**config.mk**
```make
export PLATFORM = sky130hd
export DESIGN_NAME = traffic_quota_meter
export DESIGN_NICKNAME = d
export VERILOG_FILES = /design/src/design/tqm_pkg.sv /design/src/design/tqm_cfg.sv /design/src/design/tqm_delta.sv /design/src/design/tqm_core.sv /design/src/design/traffic_quota_meter.sv
export SDC_FILE = /design/constraint.sdc
export NUM_CORES = 2
export LEC_CHECK = 0
export BUFFER_PORTS_ARGS = -buffer_cell sky130_fd_sc_hd__buf_2
export CAP_MARGIN = 20
export CORE_ASPECT_RATIO = 0.9
export CORE_MARGIN = 8
export CORE_UTILIZATION = 44
export CTS_CLUSTER_DIAMETER = 100
export DETAILED_ROUTE_END_ITERATION = 16
export PLACE_DENSITY = 0.61
export SLEW_MARGIN = 20
export SYNTH_ARGS = -nofsm -noshare
export SYNTH_HDL_FRONTEND = slang
export SYNTH_SLANG_ARGS = --single-unit
```
**constraint.sdc**
```tcl
create_clock -name i_clk -period 9.2 [get_ports i_clk]
set_input_delay 0 -clock i_clk [delete_from_list [all_inputs] [get_ports i_clk]]
set_output_delay 0 -clock i_clk [all_outputs]
set_load 0.02 [all_outputs]
```
**src/design/tqm_pkg.sv**
```systemverilog
// tqm_pkg: shared types, constants and helpers for the traffic quota meter
// no dependencies; every other file refers to it by scoped names
package tqm_pkg;

    // width of the cumulative byte counters that deltas are taken over
    localparam int COUNTER_WIDTH = 64;
    // width of the usage counters and limits
    localparam int COUNT_W       = 64;
    localparam int DAY_W         = 5;
    localparam int MODE_W        = 2;
    localparam int CFG_IDX_W     = 3;

    typedef logic [COUNT_W-1:0]       t_count;
    typedef logic [COUNTER_WIDTH-1:0] t_delta;
    typedef logic [DAY_W-1:0]         t_day;
    typedef logic [MODE_W-1:0]        t_mode;
    typedef logic [CFG_IDX_W-1:0]     t_cfg_idx;

    // limit modes
    localparam t_mode MODE_UL      = 2'd0;
    localparam t_mode MODE_ULDL    = 2'd1;
    localparam t_mode MODE_MAXULDL = 2'd2;

    // configuration register indexes
    localparam t_cfg_idx CFG_MODE_SEL       = 3'd0;
    localparam t_cfg_idx CFG_UPLOAD_LIMIT   = 3'd1;
    localparam t_cfg_idx CFG_DOWNLOAD_LIMIT = 3'd2;
    localparam t_cfg_idx CFG_TOTAL_LIMIT    = 3'd3;
    localparam t_cfg_idx CFG_RESTART_DAY    = 3'd4;

    // configuration register set
    typedef struct packed {
        t_mode  mode_sel;
        t_count upload_limit;
        t_count download_limit;
        t_count total_limit;
        t_day   restart_day;
    } t_cfg;

    // one sample after the delta stage
    typedef struct packed {
        logic   first;
        t_delta dtx;
        t_delta drx;
        t_day   day;
        t_day   mdays;
    } t_sample;

    // saturating add of two usage values
    function automatic t_count sat_add(input t_count a, input t_count b);
        logic [COUNT_W:0] s;
        s = {1'b0, a} + {1'b0, b};
        return s[COUNT_W] ? {COUNT_W{1'b1}} : s[COUNT_W-1:0];
    endfunction

endpackage

```
**src/design/tqm_cfg.sv**
```systemverilog
// tqm_cfg: configuration register file of the traffic quota meter
// depends on tqm_pkg
module tqm_cfg (
    input  logic              i_clk,
    input  logic              i_rst_n,
    input  logic              i_cfg_valid,
    output logic              o_cfg_ready,
    input  tqm_pkg::t_cfg_idx i_cfg_index,
    input  logic [63:0]       i_cfg_data,
    output tqm_pkg::t_cfg     o_cfg
);

    tqm_pkg::t_cfg r_cfg;

    // writes are always taken
    assign o_cfg_ready = 1'b1;
    assign o_cfg       = r_cfg;

    // register write decode
    always_ff @(posedge i_clk) begin
        if (!i_rst_n) begin
            r_cfg.mode_sel       <= tqm_pkg::MODE_UL;
            r_cfg.upload_limit   <= '1;
            r_cfg.download_limit <= '1;
            r_cfg.total_limit    <= '1;
            r_cfg.restart_day    <= tqm_pkg::t_day'(1);
        end else if (i_cfg_valid) begin
            case (i_cfg_index)
                tqm_pkg::CFG_MODE_SEL:       r_cfg.mode_sel       <= i_cfg_data[1:0];
                tqm_pkg::CFG_UPLOAD_LIMIT:   r_cfg.upload_limit   <= i_cfg_data;
                tqm_pkg::CFG_DOWNLOAD_LIMIT: r_cfg.download_limit <= i_cfg_data;
                tqm_pkg::CFG_TOTAL_LIMIT:    r_cfg.total_limit    <= i_cfg_data;
                tqm_pkg::CFG_RESTART_DAY:    r_cfg.restart_day    <= i_cfg_data[4:0];
                default: ;
            endcase
        end
    end

endmodule

```
**src/design/tqm_delta.sv**
```systemverilog
// tqm_delta: input stage; registers each request and the wrapping counter deltas
// depends on tqm_pkg
module tqm_delta (
    input  logic             i_clk,
    input  logic             i_rst_n,
    input  logic             i_in_valid,
    output logic             o_in_ready,
    input  logic [63:0]      i_tx_total,
    input  logic [63:0]      i_rx_total,
    input  logic [4:0]       i_day_of_month,
    input  logic [4:0]       i_days_in_month,
    input  logic             i_advance,
    output logic             o_valid,
    output tqm_pkg::t_sample o_sample
);

    logic             r_valid;
    logic             r_primed;
    tqm_pkg::t_delta  r_prev_tx;
    tqm_pkg::t_delta  r_prev_rx;
    tqm_pkg::t_sample r_sample;
    logic             accept;

    // stage may load when empty or when its request moves on
    assign o_in_ready = !r_valid || i_advance;
    assign accept     = i_in_valid && o_in_ready;
    assign o_valid    = r_valid;
    assign o_sample   = r_sample;

    // control
    always_ff @(posedge i_clk) begin
        if (!i_rst_n) begin
            r_valid  <= 1'b0;
            r_primed <= 1'b0;
        end else begin
            if (o_in_ready) begin
                r_valid <= i_in_valid;
            end
            if (accept) begin
                r_primed <= 1'b1;
            end
        end
    end

    // baselines are always the previous request's counters
    always_ff @(posedge i_clk) begin
        if (accept) begin
            r_sample.first <= !r_primed;
            r_sample.dtx   <= i_tx_total[tqm_pkg::COUNTER_WIDTH-1:0] - r_prev_tx;
            r_sample.drx   <= i_rx_total[tqm_pkg::COUNTER_WIDTH-1:0] - r_prev_rx;
            r_sample.day   <= i_day_of_month;
            r_sample.mdays <= i_days_in_month;
            r_prev_tx      <= i_tx_total[tqm_pkg::COUNTER_WIDTH-1:0];
            r_prev_rx      <= i_rx_total[tqm_pkg::COUNTER_WIDTH-1:0];
        end
    end

endmodule

```
**src/design/tqm_core.sv**
```systemverilog
// tqm_core: day handling, saturating usage accumulation, limit check, result register
// depends on tqm_pkg
module tqm_core (
    input  logic             i_clk,
    input  logic             i_rst_n,
    input  logic             i_valid,
    input  tqm_pkg::t_sample i_sample,
    input  tqm_pkg::t_cfg    i_cfg,
    output logic             o_load,
    output logic             o_out_valid,
    input  logic             i_out_ready,
    output logic             o_throttle_active,
    output logic             o_throttle_started,
    output logic             o_throttle_ended,
    output logic             o_period_reset,
    output logic [63:0]      o_upload_used,
    output logic [63:0]      o_download_used,
    output logic [63:0]      o_total_used
);

    logic            r_out_valid;
    logic            r_started;
    logic            r_ended;
    logic            r_period_reset;
    tqm_pkg::t_count r_upload;
    tqm_pkg::t_count r_download;
    tqm_pkg::t_count r_combined;
    tqm_pkg::t_day   r_prev_day;
    logic            r_cleared;
    logic            r_throttle;

    tqm_pkg::t_count n_upload;
    tqm_pkg::t_count n_download;
    tqm_pkg::t_count n_combined;
    tqm_pkg::t_day   n_prev_day;
    logic            n_cleared;
    logic            n_throttle;
    logic            n_started;
    logic            n_ended;
    logic            n_period_reset;

    logic            process;
    logic            over;
    tqm_pkg::t_count dtx_ext;
    tqm_pkg::t_count drx_ext;
    tqm_pkg::t_count comb_mid;

    // result register frees up when empty or taken
    assign o_load      = !r_out_valid || i_out_ready;
    assign process     = i_valid && o_load;
    assign o_out_valid = r_out_valid;

    assign dtx_ext = tqm_pkg::t_count'(i_sample.dtx);
    assign drx_ext = tqm_pkg::t_count'(i_sample.drx);

    // next state for one request
    always_comb begin
        n_upload       = r_upload;
        n_download     = r_download;
        n_combined     = r_combined;
        n_prev_day     = r_prev_day;
        n_cleared      = r_cleared;
        n_throttle     = r_throttle;
        n_started      = 1'b0;
        n_ended        = 1'b0;
        n_period_reset = 1'b0;
        over           = 1'b0;
        comb_mid       = '0;
        if (i_sample.first) begin
            n_prev_day = i_sample.day;
        end else begin
            // day change: first after a reset, or reset day (month end if earlier)
            if (i_sample.day != r_prev_day) begin
                n_prev_day = i_sample.day;
                if (r_cleared) begin
                    n_cleared = 1'b0;
                    if (r_throttle) begin
                        n_throttle = 1'b0;
                        n_ended    = 1'b1;
                    end
                end else if ((i_sample.day == i_sample.mdays &&
                              i_sample.day < i_cfg.restart_day) ||
                             i_sample.day == i_cfg.restart_day) begin
                    n_upload       = '0;
                    n_download     = '0;
                    n_combined     = '0;
                    n_cleared      = 1'b1;
                    n_period_reset = 1'b1;
                    if (r_throttle) begin
                        n_throttle = 1'b0;
                        n_ended    = 1'b1;
                    end
                end
            end
            // accumulate and check against the quota of the mode
            case (i_cfg.mode_sel)
                tqm_pkg::MODE_UL: begin
                    n_upload = tqm_pkg::sat_add(n_upload, dtx_ext);
                    over     = n_upload >= i_cfg.upload_limit;
                end
                tqm_pkg::MODE_ULDL: begin
                    comb_mid   = tqm_pkg::sat_add(n_combined, dtx_ext);
                    n_combined = tqm_pkg::sat_add(comb_mid, drx_ext);
                    over       = n_combined >= i_cfg.total_limit;
                end
                tqm_pkg::MODE_MAXULDL: begin
                    n_upload   = tqm_pkg::sat_add(n_upload, dtx_ext);
                    n_download = tqm_pkg::sat_add(n_download, drx_ext);
                    over       = n_upload >= i_cfg.upload_limit ||
                                 n_download >= i_cfg.download_limit;
                end
                default: over = 1'b0;
            endcase
            if (!n_throttle && over) begin
                n_throttle = 1'b1;
                n_started  = 1'b1;
            end
        end
    end

    // meter state and result valid
    always_ff @(posedge i_clk) begin
        if (!i_rst_n) begin
            r_out_valid <= 1'b0;
            r_upload    <= '0;
            r_download  <= '0;
            r_combined  <= '0;
            r_prev_day  <= '0;
            r_cleared   <= 1'b0;
            r_throttle  <= 1'b0;
        end else begin
            if (o_load) begin
                r_out_valid <= i_valid;
            end
            if (process) begin
                r_upload   <= n_upload;
                r_download <= n_download;
                r_combined <= n_combined;
                r_prev_day <= n_prev_day;
                r_cleared  <= n_cleared;
                r_throttle <= n_throttle;
            end
        end
    end

    // per-request event flags
    always_ff @(posedge i_clk) begin
        if (process) begin
            r_started      <= n_started;
            r_ended        <= n_ended;
            r_period_reset <= n_period_reset;
        end
    end

    // counters only move on a new request, so they double as the result
    assign o_throttle_active  = r_throttle;
    assign o_throttle_started = r_started;
    assign o_throttle_ended   = r_ended;
    assign o_period_reset     = r_period_reset;
    assign o_upload_used      = r_upload;
    assign o_download_used    = r_download;
    assign o_total_used       = r_combined;

endmodule

```
**src/design/traffic_quota_meter.sv**
```systemverilog
// traffic_quota_meter: top level of the monthly byte quota meter
// depends on tqm_pkg, tqm_cfg, tqm_delta and tqm_core
//
// Usage:
//   Input channel (i_in_valid / o_in_ready) carries one periodic sample: the
//   cumulative tx and rx byte counters, the day of month and the month length.
//   Output channel (o_out_valid / i_out_ready) returns one result per request:
//   throttle state and events, plus the three usage counters.
//   Configuration channel (i_cfg_valid / o_cfg_ready, i_cfg_index, i_cfg_data)
//   writes limit mode, the three limits and the reset day; always ready, and
//   meant to be written while no request is in flight.
// Timing:
//   From input acceptance to result valid, a delta stage registers the request
//   and the wrapping counter deltas, then the quota stage updates the meter
//   state and registers the result. Throughput is one request per cycle
//   while results are taken; the state loop closes within the quota stage,
//   so consecutive requests follow without gaps.
// Reset and stalls:
//   Synchronous active-low reset clears all meter state and sets the limits to
//   all ones; the first sample afterwards only records baselines.
//   When the receiver stalls, the result holds and the delta stage takes one
//   further request only if it was empty; then o_in_ready drops.
module traffic_quota_meter (
    input  logic              i_clk,
    input  logic              i_rst_n,
    input  logic              i_in_valid,
    output logic              o_in_ready,
    input  logic [63:0]       i_tx_total,
    input  logic [63:0]       i_rx_total,
    input  logic [4:0]        i_day_of_month,
    input  logic [4:0]        i_days_in_month,
    output logic              o_out_valid,
    input  logic              i_out_ready,
    output logic              o_throttle_active,
    output logic              o_throttle_started,
    output logic              o_throttle_ended,
    output logic              o_period_reset,
    output logic [63:0]       o_upload_used,
    output logic [63:0]       o_download_used,
    output logic [63:0]       o_total_used,
    input  logic              i_cfg_valid,
    output logic              o_cfg_ready,
    input  tqm_pkg::t_cfg_idx i_cfg_index,
    input  logic [63:0]       i_cfg_data
);

    tqm_pkg::t_cfg    cfg;
    tqm_pkg::t_sample sample;
    logic             sample_valid;
    logic             core_load;

    // configuration registers
    tqm_cfg u_cfg (
        .i_clk       (i_clk),
        .i_rst_n     (i_rst_n),
        .i_cfg_valid (i_cfg_valid),
        .o_cfg_ready (o_cfg_ready),
        .i_cfg_index (i_cfg_index),
        .i_cfg_data  (i_cfg_data),
        .o_cfg       (cfg)
    );

    // input register and deltas
    tqm_delta u_delta (
        .i_clk           (i_clk),
        .i_rst_n         (i_rst_n),
        .i_in_valid      (i_in_valid),
        .o_in_ready      (o_in_ready),
        .i_tx_total      (i_tx_total),
        .i_rx_total      (i_rx_total),
        .i_day_of_month  (i_day_of_month),
        .i_days_in_month (i_days_in_month),
        .i_advance       (core_load),
        .o_valid         (sample_valid),
        .o_sample        (sample)
    );

    // quota update and result register
    tqm_core u_core (
        .i_clk              (i_clk),
        .i_rst_n            (i_rst_n),
        .i_valid            (sample_valid),
        .i_sample           (sample),
        .i_cfg              (cfg),
        .o_load             (core_load),
        .o_out_valid        (o_out_valid),
        .i_out_ready        (i_out_ready),
        .o_throttle_active  (o_throttle_active),
        .o_throttle_started (o_throttle_started),
        .o_throttle_ended   (o_throttle_ended),
        .o_period_reset     (o_period_reset),
        .o_upload_used      (o_upload_used),
        .o_download_used    (o_download_used),
        .o_total_used       (o_total_used)
    );

`ifndef NO_ASSERTIONS
    // a throttle start always leaves throttling on
    a_start_active: assert property (@(posedge i_clk) disable iff (!i_rst_n)
        o_out_valid && o_throttle_started |-> o_throttle_active)
        else $error("throttle started but not active");

    // a lift without a new start leaves throttling off
    a_end_inactive: assert property (@(posedge i_clk) disable iff (!i_rst_n)
        o_out_valid && o_throttle_ended && !o_throttle_started |-> !o_throttle_active)
        else $error("throttle ended but still active");

    // an empty delta stage must take requests
    a_empty_ready: assert property (@(posedge i_clk) disable iff (!i_rst_n)
        !sample_valid |-> o_in_ready)
        else $error("input stalled with empty delta stage");

    // a free result register drains the delta stage
    a_drain: assert property (@(posedge i_clk) disable iff (!i_rst_n)
        sample_valid && (!o_out_valid || i_out_ready) |=> o_out_valid)
        else $error("request lost between stages");
`endif

endmodule
```
# [After elaboration in Yosys (flattened, before gate mapping)]
# Index checks and enable logic that the tools add are counted.
[word_totals] ff_bits=671 word_cells=104
[op_classes] n_bitwise=2 eq_ne=9 reduce_logical=25 order_cmp=4 mux=34 add_sub_neg=6
[op_table] cell="64-bit two-way mux" count=19
[op_table] cell="64-bit by 64-bit adder with 65-bit output" count=4
[op_table] cell="64-bit >= comparator" count=3
[op_table] cell="64-bit subtractor" count=2
[op_table] cell="2-bit AND reduction" count=7
[op_table] cell="1-bit two-way mux" count=12
[op_table] cell="5-bit equality test" count=2
[op_table] cell="5-bit two-way mux" count=2
[op_table] cell="3-bit by 2-bit equality test with 1-bit output (second input constant)" count=2
[op_table] cell="5-bit < comparator" count=1
[op_table] cell="5-bit inequality test" count=1
[op_table] cell="1-bit logical AND" count=4
[op_table] cell="1-bit logical NOT" count=4
[op_table] cell="1-bit logical OR" count=4
[op_table] cell="2-bit OR reduction" count=2
[op_table] cell="3-bit by 1-bit equality test with 1-bit output (second input constant)" count=1
[op_table] cell="3-bit equality test (second input constant)" count=1
[op_table] cell="3-bit logical NOT" count=1
[op_table] cell="1-bit case mux with 3 select lines" count=1
[op_table] cell="3-bit AND reduction" count=1
[op_table] cell="2-bit by 1-bit equality test with 1-bit output (second input constant)" count=1
[op_table] cell="2-bit equality test (second input constant)" count=1
[op_table] cell="2-bit logical NOT" count=1
[op_table] cell="1-bit inverter" count=2
[op_table] cell="2-bit nonzero test" count=1

# [Longest topological paths before layout]
[depth] word_depth=16 depth_mapped=54 depth_no_buf=49

# [By module]
# From an unflattened synthesis, not the netlist that was laid out.
[hier_totals] cells_unflattened=6367 hier_area_um2=53561.4
[modules_own_cells] module="tqm_core" n_inst=1 cells_each=4170 area_each_um2=29525.8 seq_area_each_um2=4093.9
[modules_own_cells] module="tqm_delta" n_inst=1 cells_each=1470 area_each_um2=15919.0 seq_area_each_um2=8057.7
[modules_own_cells] module="tqm_cfg" n_inst=1 cells_each=727 area_each_um2=8116.5 seq_area_each_um2=3983.8

# [Least setup slack after synthesis]
# No wires, ideal clock.
[synth_path] path_kind="flip-flop to flip-flop" startpoint="register u_delta.r_sample (netlist bit u_delta.o_sample[6])" endpoint="register u_core.r_started (netlist: u_core.o_throttle_started) (data pin)" stages_incl_launch_ff=51 required_time_ns=8.926 setup_slack_ns=-0.449 t_arrival_ns=9.376 period_less_slack_ns=9.649 path_cell_list="edfxtp_1 -> ha_1 -> nor2b_1 -> o21ai_0 -> nand2b_1 -> a31oi_1 -> a31oi_1 -> inv_1 -> nand3b_1 -> clkbuf_1 -> clkbuf_1 -> and2_1 -> ha_1 -> inv_1 -> fa_1 -> nor2b_1 -> o21a_1 -> o21ai_0 -> [15 not listed] -> o211ai_2 -> a31oi_1 -> o31ai_1 -> nand2_1 -> clkbuf_1 -> nand2b_1 -> ha_1 -> a21o_1 -> a21o_1 -> a21oi_1 -> nor2b_1 -> o21ai_0 -> a21oi_1 -> o31ai_1 -> a311o_1 -> a31oi_1 -> nor4b_1 -> a211oi_1"
[synth_between] elab_chain_len=16
[synth_lines] item="start: declaration" line="tqm_delta.sv:21" rtl="tqm_pkg::t_sample r_sample;"
[synth_lines] item="5-bit < comparator or 5-bit equality test (tied branches)" line="tqm_core.sv:82, tqm_core.sv:81"
[synth_lines] item="1-bit logical AND" line="tqm_core.sv:81" rtl="end else if ((i_sample.day == i_sample.mdays &&"
[synth_lines] item="1-bit logical OR" line="tqm_core.sv:82" rtl="i_sample.day < i_cfg.restart_day) ||"
[synth_lines] item="64-bit two-way mux" line="tqm_core.sv:81"
[synth_lines] item="64-bit two-way mux" line="tqm_core.sv:75" rtl="if (r_cleared) begin"
[synth_lines] item="64-bit two-way mux" line="tqm_core.sv:73" rtl="if (i_sample.day != r_prev_day) begin"
[synth_lines] item="64-bit two-way mux" line="tqm_core.sv:69" rtl="if (i_sample.first) begin"
[synth_lines] item="64-bit by 64-bit adder with 65-bit output" line="tqm_pkg.sv:52" rtl="s = {1'b0, a} + {1'b0, b};"
[synth_lines] item="64-bit two-way mux" line="tqm_pkg.sv:53" rtl="return s[COUNT_W] ? {COUNT_W{1'b1}} : s[COUNT_W-1:0];"
[synth_lines] item="64-bit by 64-bit adder with 65-bit output" line="tqm_pkg.sv:52"
[synth_lines] item="64-bit two-way mux" line="tqm_pkg.sv:53"
[synth_lines] item="64-bit >= comparator" line="tqm_core.sv:104" rtl="over = n_combined >= i_cfg.total_limit;"
[synth_lines] item="1-bit case mux with 3 select lines" line="tqm_core.sv:96" rtl="case (i_cfg.mode_sel)"
[synth_lines] item="1-bit two-way mux" line="tqm_core.sv:69"
[synth_lines] item="1-bit logical AND (*)" line="tqm_core.sv:114" rtl="if (!n_throttle && over) begin"
[synth_lines] item="1-bit two-way mux (*)" line="tqm_core.sv:114"
[synth_lines] item="end signal: assignment" line="tqm_core.sv:149" rtl="r_started <= n_started;"
[synth_lines] item="end: declaration" line="tqm_core.sv:22" rtl="logic r_started;"
# Mark *: on every way between the ends. The rest lies on a longest branch, timed or not. The select of a mux whose other input is x is not followed.
# A chain may end at the register's enable or synchronous reset.

# [Worst setup path after layout]
# Same ends and word-level chain as after synthesis.

==> metrics <==
outcome finished, violations left; violated checks setup timing; sequential share of the synthesized area 0.314; post-synthesis compound-gate area fraction 0.250; reg2reg path depth 56; GRT met1 Usage 0.410; critical path peak fanout 8; Std-Cell Rows 119; Pwr Density 173 mW/mm²; arrival time at the worst endpoint 10.02 ns; Synth Area in XOR/XNOR 0.0598; R2R Path End u_core.o_throttle_started$_SDFFCE_PP0P_; EDFF count, synth 270; mux cell area share after synthesis 0.00253; number of synthesized register bits 671; CP max stage delay 0.41 ns; Syn Nets 7024; share of synthesized registers carrying an async set or reset 0; Placer Congestion 1.03; vias in the first global route 48312; Global Route Usage Sum 0.282; WL per Instance 21.0 µm; Max Slew Vio Count 0; Detail Route Antenna Nets 0; vias 50327; largest family of logic cells by synthesized area compound AO/OA/AOI/OAI gates; final WL 189000 µm; Max Root-Sink Buffers 3; endpoints failing hold 0; cell count of the worst hold path 2; share of layout cells above drive strength 1 0.186; GRT Residual Overflow 0; largest net degree at the start of global routing 93; IO buf count 407; core area 0.116 mm²; met3 Resource Use GR 0.0482; Max VDD drop 0.168 mV; initial DRC count 4790; CTS tree done; number of detailed-routing iterations run before antenna repair 7; RSZ-0062 raised after global routing yes; CTS Buf Count 85; Post-Route Utilization 0.567; Syn Inst Count 6229; I/O pin count 409; Max Clk Rate 104 MHz; kind of end point of the critical path flop; Worst Max-Slew Pin Slew 0.957 ns; drt via density 5.59; clock-pin slew on the worst setup and hold paths 0.06 ns; most frequent CP cell buf_4; WS Path Type flop to flop; Synth Area in Adders 0.143; DRC violations left 0; Hold Path Sink u_delta.r_prev_tx[12]$_DFFE_PP_; initial antenna violation count 4; area grow syn2layout 28.4%; CTS Sinks 671; min cycle time layout 9.62 ns; die area 0.128 mm²; Starting Density 0.442; slowest CP cell edfxtp_1; YS warnings 0; post-route clock period utilization 1.05; clk_lat worst skew 0.71 ns; Setup crit start kind flop; Max-Cap Viols 0; Critical Path RT 9.60 ns; layer with the highest usage met2; post-synthesis simple-gate area fraction 0.178; Min-Delay Path Class input pin to flop; global-route wire length before repair 285000 µm; r2r startpoint u_delta.o_sample[6]$_DFFE_PP_; Syn Area/Cell 8.25 µm²; Final nets 8150; Die Height 340 µm; Syn Std Cell Area 0.0514 mm²; DP HPWL 149000 µm; slack of the critical path -0.421 ns; Final Skew 0.0568 ns; Lkg Pwr 31.9 nW; Root Driver clkbuf_16; Slew Limit Headroom 0.355; Die Span X 376 µm; Hold Startpoint i_tx_total[12]; met2 GRT Util 0.417; CTS H-tree depth 3; Hold Slack 0.0485 ns; Cell variety after synth 87; endpoints failing setup 2; main flop type after synthesis dfxtp_1; R2R setup slack -0.42 ns; pre-CTS WS -1.25 ns; setup tns final -0.710 ns
-- metrics by stage --
step                power (mW)  std cells  area [µm²]
floorplan                 5.78       6229       51500
global placement          7.45       8564       59400
global route              12.0       9002       66000
detailed placement        7.47       8564       59400
CTS                       11.3       8982       65200
finish                    11.4       9005       66000
-- cells in the mapped netlist (75+ instances only) --
library cell	n	area (µm²)
nand2_1	797	2990
a21oi_1	589	2950
ha_1	579	7240
inv_1	430	1610
dfxtp_1	401	8030
o21ai_0	335	1680
a21o_1	303	2270
edfxtp_1	270	8110
nor2_1	270	1010
clkbuf_1	266	998
and2_1	220	1380
o211ai_1	219	1640
xnor2_1	206	1800
xor2_1	145	1270
nand2b_1	120	751
nand4_1	116	726
nand3_1	99	495
o21bai_1	81	608
nor3_1	75	375
-- flip-flops by register name, indices dropped and copies added (netlist names), 5 cells and up --
name / count
u_delta.o_sample: 139
u_delta.r_prev_tx: 64
u_cfg.o_cfg: 199
u_core.o_upload_used: 64
u_delta.r_prev_rx: 64
u_core.o_total_used: 64
u_core.r_prev_day: 5
u_core.o_download_used: 64
-- how the worst max path moves through the flow --
stage | endpoint | from | cells after the start
floorplan | u_core.o_throttle_started$_SDFFCE_PP0P_ | u_delta.o_sample[6]$_DFFE_PP_ | 51
global placement | u_core.o_throttle_started$_SDFFCE_PP0P_ | u_delta.o_sample[6]$_DFFE_PP_ | 49
detailed placement | u_core.o_throttle_started$_SDFFCE_PP0P_ | u_delta.o_sample[6]$_DFFE_PP_ | 49
CTS | u_core.o_throttle_started$_SDFFCE_PP0P_ | u_delta.o_sample[6]$_DFFE_PP_ | 56
global route | u_core.o_throttle_started$_SDFFCE_PP0P_ | u_delta.o_sample[6]$_DFFE_PP_ | 56
finish | u_core.o_throttle_started$_SDFFCE_PP0P_ | u_delta.o_sample[6]$_DFFE_PP_ | 56
-- cell usage in the layout, fill, tap and decap left out, types with 81 or more instances in the layout --
master         count
a21oi_1          567
dlygate4sd3_1    248
o21bai_1          81
nand2_1          790
buf_2            406
xor2_1           144
clkbuf_16         95
ha_1             563
a21o_1           302
nand4_1          116
dfxtp_1          401
xnor2_1          204
nand2b_1         115
o211ai_1         219
nor2_1           263
o21ai_0          309
nand3_1           98
edfxtp_1         270
and2_1           215
buf_4            651
inv_1            426
-- critical path: cells and delay by family (launching register included) --
| kind | cells | cell delay [ns] |
|---|---|---|
| compound gates | 27 | 4.34 |
| buf+inv | 12 | 1.61 |
| simple gates | 11 | 1.39 |
| fa+ha+maj | 6 | 1.55 |
| flops | 1 | 0.41 |
-- per-layer routing --
metal,routed length (µm),vias up,share of wire
li1,-,24737,-
met1,88300,23545,0.47
met2,78200,1701,0.41
met3,15000,342,0.079
met4,7870,2,0.042
met5,9,-,0.000048
-- final cells by class --
class                           count  area (µm²)
Antenna cell                        5        12.5
Tap cell                         1573        1970
Clock inverter                     37         462
Multi-Input combinational cell   4839       33400
Timing Repair Buffer             1328        9860
Fill cell                       10705       50400
Inverter                          430        1620
Sequential cell                   671       16100
Clock buffer                      122        2600
-- what timing repair did --
item,CTS,global route
hold buffers,249,0
hold endpoints to repair,468,0
pin swaps,26,67
setup buffers,8,16
endpoints found under the setup margin,2,2
cloned,2,2
resized for setup,43,113
-- power by group --
group	leakage (nW)	switching [mW]	internal [mW]
clock network	1.50	1.41	2.22
logic	24.6	2.31	1.97
registers	5.89	0.178	3.31
-- cell families after synthesis --
kind of cell / Yosys count
AO/OA/AOI/OAI: 1983
AND/OR/NAND/NOR: 1906
buffers and inverters: 719
flip-flops: 671
adder cells (fa/ha/maj): 585
XOR/XNOR: 351
multiplexers: 13
other: 1
Power figures use the tool's default switching activity.
